$ cat config.mk
export PLATFORM = sky130hd
export DESIGN_NAME = indexed_block_allocation_check_unit
export DESIGN_NICKNAME = d
export VERILOG_FILES = /design/src/design/ibac_pkg.sv /design/src/design/ibac_ram.sv /design/src/design/ibac_ctrl.sv /design/src/design/indexed_block_allocation_check_unit.sv
export SDC_FILE = /design/constraint.sdc
export NUM_CORES = 2
export LEC_CHECK = 0
export ABC_AREA = 1
export BUFFER_PORTS_ARGS = -buffer_cell sky130_fd_sc_hd__buf_4
export CORE_UTILIZATION = 50
export CTS_CLUSTER_DIAMETER = 120
export DETAILED_ROUTE_END_ITERATION = 7
export PLACE_DENSITY = 0.69
export SLEW_MARGIN = 20
export SYNTH_ARGS = -nofsm -noshare
export SYNTH_HDL_FRONTEND = slang
export SYNTH_HIERARCHICAL = 1
export SYNTH_SLANG_ARGS = --single-unit
$ cat constraint.sdc
create_clock -name i_clk -period 12.3 [get_ports i_clk]
set_input_delay 2.46 -clock i_clk [delete_from_list [all_inputs] [get_ports i_clk]]
set_output_delay 2.46 -clock i_clk [all_outputs]
set_load 0.01 [all_outputs]
$ cat src/design/ibac_pkg.sv
`timescale 1ns / 1ps

package ibac_pkg;

    localparam int BLK_W                 = 16;
    localparam int DISK_BLOCKS_DEF       = 1024;
    localparam int MAX_FILE_BLOCKS_DEF   = 64;

    typedef enum logic [1:0] {
        RSN_NONE     = 2'd0,
        RSN_IN_USE   = 2'd1,
        RSN_RANGE    = 2'd2,
        RSN_TOO_LONG = 2'd3
    } t_reason;

    // result handed from the sequencer to the output register
    typedef struct packed {
        logic    push;
        logic    allocated;
        t_reason reason;
    } t_res_push;

endpackage

$ cat src/design/ibac_ram.sv
`timescale 1ns / 1ps

module ibac_ram #(
    parameter int DEPTH = 64,
    parameter int WIDTH = 10,
    localparam int AW   = (DEPTH > 1) ? $clog2(DEPTH) : 1
) (
    input  logic             i_clk,
    input  logic             i_we,
    input  logic [AW-1:0]    i_waddr,
    input  logic [WIDTH-1:0] i_wdata,
    input  logic [AW-1:0]    i_raddr,
    output logic [WIDTH-1:0] o_rdata
);

    logic [WIDTH-1:0] r_mem [DEPTH];
    logic [WIDTH-1:0] r_rdata;

    always_ff @(posedge i_clk) begin
        if (i_we) begin
            r_mem[i_waddr] <= i_wdata;
        end
        r_rdata <= r_mem[i_raddr];
    end

    assign o_rdata = r_rdata;

endmodule

$ cat src/design/ibac_ctrl.sv
`timescale 1ns / 1ps

module ibac_ctrl #(
    parameter int DISK_BLOCKS     = ibac_pkg::DISK_BLOCKS_DEF,
    parameter int MAX_FILE_BLOCKS = ibac_pkg::MAX_FILE_BLOCKS_DEF,
    localparam int AW = $clog2(DISK_BLOCKS),
    localparam int PW = (MAX_FILE_BLOCKS > 1) ? $clog2(MAX_FILE_BLOCKS) : 1,
    localparam int CW = $clog2(MAX_FILE_BLOCKS + 1)
) (
    input  logic                      i_clk,
    input  logic                      i_rst_n,
    // input beat
    input  logic                      i_in_valid,
    output logic                      o_in_ready,
    input  logic [ibac_pkg::BLK_W-1:0] i_blk,
    input  logic                      i_last,
    // output register
    input  logic                      i_out_busy,
    output ibac_pkg::t_res_push       o_res,
    // usage map
    output logic                      o_map_we,
    output logic [AW-1:0]             o_map_waddr,
    output logic                      o_map_wdata,
    output logic [AW-1:0]             o_map_raddr,
    input  logic                      i_map_rdata,
    // pending list
    output logic                      o_pend_we,
    output logic [PW-1:0]             o_pend_waddr,
    output logic [AW-1:0]             o_pend_wdata,
    output logic [PW-1:0]             o_pend_raddr,
    input  logic [AW-1:0]             i_pend_rdata
);

    import ibac_pkg::*;

    typedef enum logic [2:0] {
        ST_CLEAR,
        ST_IDLE,
        ST_CHECK,
        ST_COMMIT,
        ST_DONE
    } t_state;

    t_state        r_state;
    logic [AW-1:0] r_clr;
    logic [AW-1:0] r_blk;
    logic          r_last;
    logic          r_chk;
    logic [CW-1:0] r_count;
    logic [CW-1:0] r_idx;
    logic          r_wv;
    t_reason       r_fail;
    t_reason       n_fail;
    t_res_push     r_res;

    logic          full;
    logic          out_of_range;

    assign full         = (r_count >= CW'(MAX_FILE_BLOCKS));
    assign out_of_range = ({1'b0, i_blk} >= (BLK_W + 1)'(DISK_BLOCKS));

    always_comb begin
        n_fail = r_fail;
        if (r_chk && i_map_rdata) begin
            n_fail = RSN_IN_USE;
        end
    end

    assign o_in_ready   = (r_state == ST_IDLE);
    assign o_res        = r_res;

    // single map write port: zero sweep after reset, then commit marks
    assign o_map_we     = (r_state == ST_CLEAR) || r_wv;
    assign o_map_waddr  = (r_state == ST_CLEAR) ? r_clr : i_pend_rdata;
    assign o_map_wdata  = (r_state != ST_CLEAR);
    assign o_map_raddr  = i_blk[AW-1:0];

    assign o_pend_we    = (r_state == ST_CHECK) && r_chk && !i_map_rdata;
    assign o_pend_waddr = r_count[PW-1:0];
    assign o_pend_wdata = r_blk;
    assign o_pend_raddr = r_idx[PW-1:0];

    always_ff @(posedge i_clk) begin
        if (!i_rst_n) begin
            r_state <= ST_CLEAR;
            r_clr   <= '0;
            r_count <= '0;
            r_idx   <= '0;
            r_fail  <= RSN_NONE;
            r_chk   <= 1'b0;
            r_wv    <= 1'b0;
            r_res   <= '0;
        end else begin
            r_res.push <= (r_state == ST_DONE) && !i_out_busy;
            unique case (r_state)
                ST_CLEAR: begin
                    r_clr <= r_clr + 1'b1;
                    if (r_clr == AW'(DISK_BLOCKS - 1)) begin
                        r_state <= ST_IDLE;
                    end
                end
                ST_IDLE: begin
                    if (i_in_valid) begin
                        r_blk   <= i_blk[AW-1:0];
                        r_last  <= i_last;
                        r_chk   <= 1'b0;
                        r_state <= ST_CHECK;
                        priority if (r_fail != RSN_NONE) begin
                            // list already failed: blocks are skipped
                        end else if (full) begin
                            r_fail <= RSN_TOO_LONG;
                        end else if (out_of_range) begin
                            r_fail <= RSN_RANGE;
                        end else begin
                            r_chk <= 1'b1;  // map word arrives next cycle
                        end
                    end
                end
                ST_CHECK: begin
                    r_fail <= n_fail;
                    r_chk  <= 1'b0;
                    if (o_pend_we) begin
                        r_count <= r_count + 1'b1;
                    end
                    if (!r_last) begin
                        r_state <= ST_IDLE;
                    end else if (n_fail == RSN_NONE) begin
                        r_idx   <= '0;
                        r_state <= ST_COMMIT;
                    end else begin
                        r_state <= ST_DONE;
                    end
                end
                ST_COMMIT: begin
                    // read one entry a cycle, write it to the map the cycle after
                    if (r_idx < r_count) begin
                        r_idx <= r_idx + 1'b1;
                        r_wv  <= 1'b1;
                    end else begin
                        r_wv    <= 1'b0;
                        r_state <= ST_DONE;
                    end
                end
                ST_DONE: begin
                    if (!i_out_busy) begin
                        r_res.allocated <= (r_fail == RSN_NONE);
                        r_res.reason    <= r_fail;
                        r_count         <= '0;
                        r_fail          <= RSN_NONE;
                        r_state         <= ST_IDLE;
                    end
                end
                default: begin
                    r_state <= ST_IDLE;
                end
            endcase
        end
    end

endmodule

$ cat src/design/indexed_block_allocation_check_unit.sv
`timescale 1ns / 1ps

// Allocation checker for indexed files against a disk usage bitmap. A file's
// block list arrives one block number per input beat, the final beat marked
// by tlast. Each block is refused when the list is already full (too long),
// when it lies at or beyond DISK_BLOCKS (range is tested before the map is
// read), or when the map shows it in use; only the first failure of a list is
// reported and later blocks are ignored. Accepted blocks are held in a
// pending buffer. The final beat yields one result beat: allocated = 1 and
// reason 0, or allocated = 0 and the reason code. Only a fully accepted list
// is marked used, entry by entry, so a rejected list never touches the map.
// Duplicates inside one list are not detected. A beat is taken in the idle
// state, which reads the map RAM, then checked and buffered in the check
// state with tready low. A final beat of an accepted list adds a commit walk
// through the pending RAM and a hand-over of the result before tready
// returns; a rejected one goes straight to the hand-over. After reset the map
// is swept to free, one block per cycle, and tready stays low until the sweep
// ends. The result sits in an output register; input beats keep flowing while
// it waits, and only a further final beat waits for it to drain.

module indexed_block_allocation_check_unit #(
    parameter int DISK_BLOCKS     = ibac_pkg::DISK_BLOCKS_DEF,
    parameter int MAX_FILE_BLOCKS = ibac_pkg::MAX_FILE_BLOCKS_DEF
) (
    input  logic        i_clk,
    input  logic        i_rst_n,
    input  logic        s_axis_tvalid,
    output logic        s_axis_tready,
    input  logic [15:0] s_axis_tdata,   // [15:0] block_number
    input  logic        s_axis_tlast,   // last_block
    output logic        m_axis_tvalid,
    input  logic        m_axis_tready,
    output logic [7:0]  m_axis_tdata    // [0] allocated, [2:1] reject_reason, [7:3] zero
);

    import ibac_pkg::*;

    localparam int AW = $clog2(DISK_BLOCKS);
    localparam int PW = (MAX_FILE_BLOCKS > 1) ? $clog2(MAX_FILE_BLOCKS) : 1;

    t_res_push     res;
    logic          out_busy;

    logic          map_we;
    logic [AW-1:0] map_waddr;
    logic          map_wdata;
    logic [AW-1:0] map_raddr;
    logic          map_rdata;

    logic          pend_we;
    logic [PW-1:0] pend_waddr;
    logic [AW-1:0] pend_wdata;
    logic [PW-1:0] pend_raddr;
    logic [AW-1:0] pend_rdata;

    // output register
    logic          r_out_valid;
    logic          r_out_alloc;
    t_reason       r_out_reason;

    assign out_busy = r_out_valid && !m_axis_tready;

    ibac_ctrl #(
        .DISK_BLOCKS     (DISK_BLOCKS),
        .MAX_FILE_BLOCKS (MAX_FILE_BLOCKS)
    ) u_ctrl (
        .i_clk        (i_clk),
        .i_rst_n      (i_rst_n),
        .i_in_valid   (s_axis_tvalid),
        .o_in_ready   (s_axis_tready),
        .i_blk        (s_axis_tdata),
        .i_last       (s_axis_tlast),
        .i_out_busy   (out_busy),
        .o_res        (res),
        .o_map_we     (map_we),
        .o_map_waddr  (map_waddr),
        .o_map_wdata  (map_wdata),
        .o_map_raddr  (map_raddr),
        .i_map_rdata  (map_rdata),
        .o_pend_we    (pend_we),
        .o_pend_waddr (pend_waddr),
        .o_pend_wdata (pend_wdata),
        .o_pend_raddr (pend_raddr),
        .i_pend_rdata (pend_rdata)
    );

    // one bit per disk block, 1 = used
    ibac_ram #(
        .DEPTH (DISK_BLOCKS),
        .WIDTH (1)
    ) u_map (
        .i_clk   (i_clk),
        .i_we    (map_we),
        .i_waddr (map_waddr),
        .i_wdata (map_wdata),
        .i_raddr (map_raddr),
        .o_rdata (map_rdata)
    );

    // blocks of the list being built
    ibac_ram #(
        .DEPTH (MAX_FILE_BLOCKS),
        .WIDTH (AW)
    ) u_pend (
        .i_clk   (i_clk),
        .i_we    (pend_we),
        .i_waddr (pend_waddr),
        .i_wdata (pend_wdata),
        .i_raddr (pend_raddr),
        .o_rdata (pend_rdata)
    );

    always_ff @(posedge i_clk) begin
        if (!i_rst_n) begin
            r_out_valid <= 1'b0;
        end else if (res.push) begin
            r_out_valid <= 1'b1;
        end else if (m_axis_tready) begin
            r_out_valid <= 1'b0;
        end
    end

    always_ff @(posedge i_clk) begin
        if (res.push) begin
            r_out_alloc  <= res.allocated;
            r_out_reason <= res.reason;
        end
    end

    assign m_axis_tvalid = r_out_valid;
    assign m_axis_tdata  = {5'b0, r_out_reason, r_out_alloc};

endmodule

Word level (Yosys, flattened, before mapping)
Memory sizes are Yosys's and may differ from the RTL's. A register that Yosys moved wholly into a read port is not among the register bits.
Cells that the tools add are included.
Word-level totals
  register bits after elaboration: 50
  memories: 2
  input bits: 21
  RAM bits: 1664
  word-level logic and storage cells: 99
Memories
  u_map.r_mem: words 1024, width 1, rd ports 1, clocked after memory_dff 1, write ports 1, RTL line ibac_ram.sv:16  | logic [WIDTH-1:0] r_mem [DEPTH];
  u_pend.r_mem: words 64, width 10, rd ports 1, clocked after memory_dff 1, write ports 1, RTL line ibac_ram.sv:16
Cells by class
  $add $sub $neg: 3
  bitwise operators: 1
  magnitude comparators: 3
  reductions and logical operators: 26
  muxes and demuxes: 34
  equality and inequality tests: 15
Operator list (count)
  7-bit 2-to-1 mux: 5
  7-bit case mux with 2 select lines: 2
  3-bit 2-to-1 mux: 6
  16-bit by 11-bit greater-or-equal comparator with 1-bit output, second input constant: 1
  3-bit case mux with 5 select lines: 1
  7-bit by 1-bit adder with 7-bit output, second input constant: 2
  2-bit inequality test, second input constant: 7
  2-bit 2-to-1 mux: 6
  1-bit 2-to-1 mux: 11
  10-bit by 1-bit adder with 10-bit output, second input constant: 1
  10-bit == test, second input constant: 1
  10-bit 2-to-1 mux: 1
  2-bit nonzero test: 5
  4-bit AND reduction: 2
  7-bit greater-or-equal comparator, second input constant: 1
  7-bit less-than comparator: 1
  3-bit by 2-bit == test with 1-bit output, second input constant: 2
  2-bit case mux with 3 select lines: 1
  3-bit AND reduction: 2
  3-bit nonzero test: 2
  1-bit logical AND: 5
  5-bit AND reduction: 1
  2-bit logical NOT: 2
  2-bit by 1-bit inequality test with 1-bit output, second input constant: 2
  other kinds (9): 12

Depth between registers and ports, before layout
  depth in word-level cells: 6
  mapped depth: 17

Cells and area by module
The synthesis kept the hierarchy.
By module, submodules not included
  ibac_ram at u_map: seq. area each 30769.5 sq um, cells each 4679, instances 1, area each 46392.0 sq um
  ibac_ram at u_pend: seq. area each 19418.6 sq um, cells each 2233, instances 1, area each 26436.6 sq um
  ibac_ctrl: seq. area each 1031.0 sq um, cells each 360, instances 1, area each 2631.3 sq um
  indexed_block_allocation_check_unit: seq. area each 110.1 sq um, cells each 17, instances 1, area each 188.9 sq um

Worst setup path after synthesis
No wires, ideal clock.
  path kind: reg2reg
  start: reg u_ctrl.r_state[2]
  end: mem u_map.r_mem[800], enable pin
  slack: 5.296 ns
  setup time: 0.300 ns
  stages on the path, launching flop included: 10
  path buffers: 3
  arrival time: 6.704 ns
  required time: 12.000 ns
  path through: dfxtp_1 -> inv_1 -> nand2_1 -> buf_2 -> buf_4 -> o21ai_0 -> nor3_2 -> nand3_1 -> clkbuf_1 -> nor2_1
Between the ends
  elaborated cells on any way between the ends: 5
  those cells by class: mux (3); reduce/logical (2)
RTL lines
  from (decl): RTL line ibac_ctrl.sv:44  | t_state r_state;
  from (signal assigned): RTL line ibac_ctrl.sv:85  | r_state <= ST_CLEAR;
  from (signal assigned): RTL line ibac_ctrl.sv:99  | r_state <= ST_IDLE;
  from (signal assigned): RTL line ibac_ctrl.sv:107  | r_state <= ST_CHECK;
  3-bit logical NOT: RTL line ibac_ctrl.sv:74  | assign o_map_waddr = (r_state == ST_CLEAR) ? r_clr : i_pend_rdata;
  10-bit 2-to-1 mux: RTL line ibac_ctrl.sv:74
  named net map_waddr[7]: RTL line indexed_block_allocation_check_unit.sv:45  | logic [AW-1:0] map_waddr;
  to (decl): RTL line ibac_ram.sv:16
The timed path passes the listed nets, and every way through them passes these cells.

==> impl_metrics.tcl <==
set metrics [dict create \
    n_antenna_cell 0 \
    synth-simple-area-share_pct 26.8 \
    die_w_um 391 \
    min_period_ps 6020 \
    synth-seq-area-share_pct 67.9 \
    antenna_found_initial 0 \
    ir_worst_vdd_mv 0.144 \
    hold_viol_final 0 \
    start_util_pct 50.4 \
    final_common_cell "nand2_1" \
    relSlewSlack_pct 19.0 \
    drive_above_1_share_pct 6.26 \
    postRouteAntennaNets 0 \
    clk_pin_slew_worst_paths_ps 60 \
    clock.fmax_mhz 166 \
    synth_mux_area_share_pct 0 \
    cp_common_cell "nand3_1" \
    via_per_inst 5.88 \
    cts_setup_buffers 0 \
    rsz0062_at_grt "false" \
    yosys_warnings 6 \
    critical_path_arrival_ps 6780 \
    dr.first_iter.drc_count 7220 \
    synth_top_family_by_area "simple AND/OR/NAND/NOR gates" \
    core_um2 150000 \
    final_cell_mix "nand2_1, edfxtp_1, nand3_1" \
    die_height_um 391 \
    p_leak_uw 0.0279 \
    synth-compound-area-share_pct 0.377 \
    endpoint_kind "flop" \
    clk_latency_ps 830 \
    yosysTopAreaCell "edfxtp_1" \
    worst_slew_pin_slew_ps 1210 \
    crit_chain "buf_8 -> buf_4 -> buf_4 -> buf_4 -> nand2_1 -> nand3_1 -> nand3_1 -> nand3_1 -> nand3_1 -> nand3_1 -> nand3_1 -> nand2_1 -> nand2_1 -> nand3_1 -> nand3_1 -> nand2_1" \
    ys.flop_type "edfxtp_1" \
    wl_per_cell_um 22.0 \
    yosysTopAreaCellShare_pct 66.6 \
    via_count 53800 \
    cts_tree "built" \
    fill_cells 12800 \
    globalplace.congestion 0.843 \
    status "finished clean" \
    clock_skew_ps 52.5 \
    drc_errors 0 \
    cap_violations 0 \
    synth_cells 7289 \
    synth-edff-count 1678 \
    slowest_stage "buf_4" \
    synthAdderAreaFrac_pct 0.165 \
    critPathKind "in -> reg" \
    grt_pass1_wl_um 303000 \
    cts_htree_levels 4 \
    ys_seq_elements 1725 \
    crit_path_max_fanout 94 \
    setup_viol 0 \
    netlist_area_um2 75600 \
    drt_pass1_iterations 6 \
    hold_slack_ps 436 \
    placed_cell_area_um2 76100 \
    stdcell_area_um2 81700 \
    grt_pass1_vias 50500 \
    fin_nets 7035 \
    cts-buffers-inserted 171 \
    min_path_type "reg -> reg" \
    cts_root_buffer "clkbuf_16" \
    synthTopCellsByArea "edfxtp_1, nand3_1, nand2_1, nor2_1, dfxtp_1" \
    postCtsHoldBufs 0 \
    cts.sinks 1725 \
    cts_resized 0 \
    final.period_utilization_pct 48.9 \
    io_pins 31 \
    yosys.area_share.xor_xnor_pct 0.0232 \
    syn_to_final_growth_pct 8.02 \
    slew_viol_final 0 \
    grt_max_degree 279 \
    grt_overflow_total 0 \
    die_area_um2 153000 \
    cellPowerDensity_nw_per_um2 145 \
    fin_tns_setup_ps 0 \
    hpwl_um 99000 \
    critPathMaxStageDelay_ps 980 \
    synth_cell_types 44 \
    startpoint_type "input pin" \
    num_rows 142 \
    port_buffers 25 \
    syn_avg_cell_area_um2 10.4 \
    required_ps 13060 \
    wirelength_um 201000 \
    grt_usage_pct 26.0 \
    clockBufferDepth 3 \
    synthArstFlopShare_pct 0 \
]
-- through the flow --
stage | util, % | setup slack [ps] | std cells | total power, uW
detailed placement | 50.8 | 5520 | 8847 | 6850
global route | 54.5 | 5940 | 9160 | 12100
finish | 54.5 | 6280 | 9160 | 11900
CTS | 54.4 | 6370 | 9160 | 11900
floorplan | - | 5300 | 7293 | 6740
global placement | 50.8 | 5590 | 8847 | 6850
-- registers in the layout (all words and copies together) (netlist names), 2 cells and up --
name	flops
u_map/r_mem	1024
u_pend/r_mem	640
u_ctrl/o_pend_wdata	10
u_ctrl/r_clr	10
u_pend/o_rdata	10
u_ctrl/r_count	7
u_ctrl/r_idx	7
u_ctrl/o_res	4
u_ctrl/r_state	3
r_out_reason	2
u_ctrl/r_fail	2
-- final timing paths --
| path | start | end | slack (ps) | cells after the start |
|---|---|---|---|---|
| worst max-delay path | s_axis_tdata[0] | u_map/o_rdata | 6280 | 16 |
| worst min-delay path | u_ctrl/o_res[0] | r_out_reason[0] | 440 | 0 |
| worst max register to register | u_ctrl/r_state[2] | u_map/r_mem[53] | 7260 | 13 |
| worst min register to register | u_ctrl/o_res[0] | r_out_reason[0] | 440 | 0 |
-- logic make-up (layout without fill, tap and decap cells) --
logic type	after synthesis	count (layout)
buf+inv	696	547
simple gates	4802	4802
flops	1725	1725
fa+ha+maj	10	10
compound gates	53	53
other cells	1	5
xor+xnor	2	2
-- worst max-delay path: cells and delay by family --
family | cells | cell delay, ps
buf+inv | 4 | 3010
simple gates | 12 | 1190
-- layer usage --
layer	wire length [um]	vias up	global-route usage (%)
met1	79900	26300	36.2
met2	93400	2919	40.9
li1	-	24300	-
met4	5700	0	8.70
met3	22300	397	5.18
met5	0	-	0
-- final cells by class --
| type | count | area, um^2 | area share, % |
|---|---|---|---|
| Sequential cell | 1725 | 51300 | 62.8 |
| Multi-Input combinational cell | 4872 | 20900 | 25.6 |
| Timing Repair Buffer | 123 | 996 | 1.22 |
| Clock inverter | 92 | 987 | 1.21 |
| Clock buffer | 221 | 4520 | 5.53 |
| Tap cell | 2016 | 2520 | 3.09 |
| Inverter | 111 | 458 | 0.560 |
-- synthesized netlist by cell type (all sizes together), types with 3 or more instances --
cell type  count
nand3       1595
dfxtp         47
o21ai         21
clkbuf       224
nor4           8
nor2        1143
nand4         19
buf          361
a21oi         26
clkinv         4
nor3b          3
ha            10
nor3          31
inv          107
edfxtp      1678
nand2       2000
-- power breakdown --
group / total [uW] / internal, uW / switching (uW)
Sequential: 6350 / 6350 / 3.26
Clock: 5120 / 2850 / 2260
Combinational: 387 / 95.5 / 291
Total: 11900 / 9300 / 2560
Power figures use the tool's default switching activity.
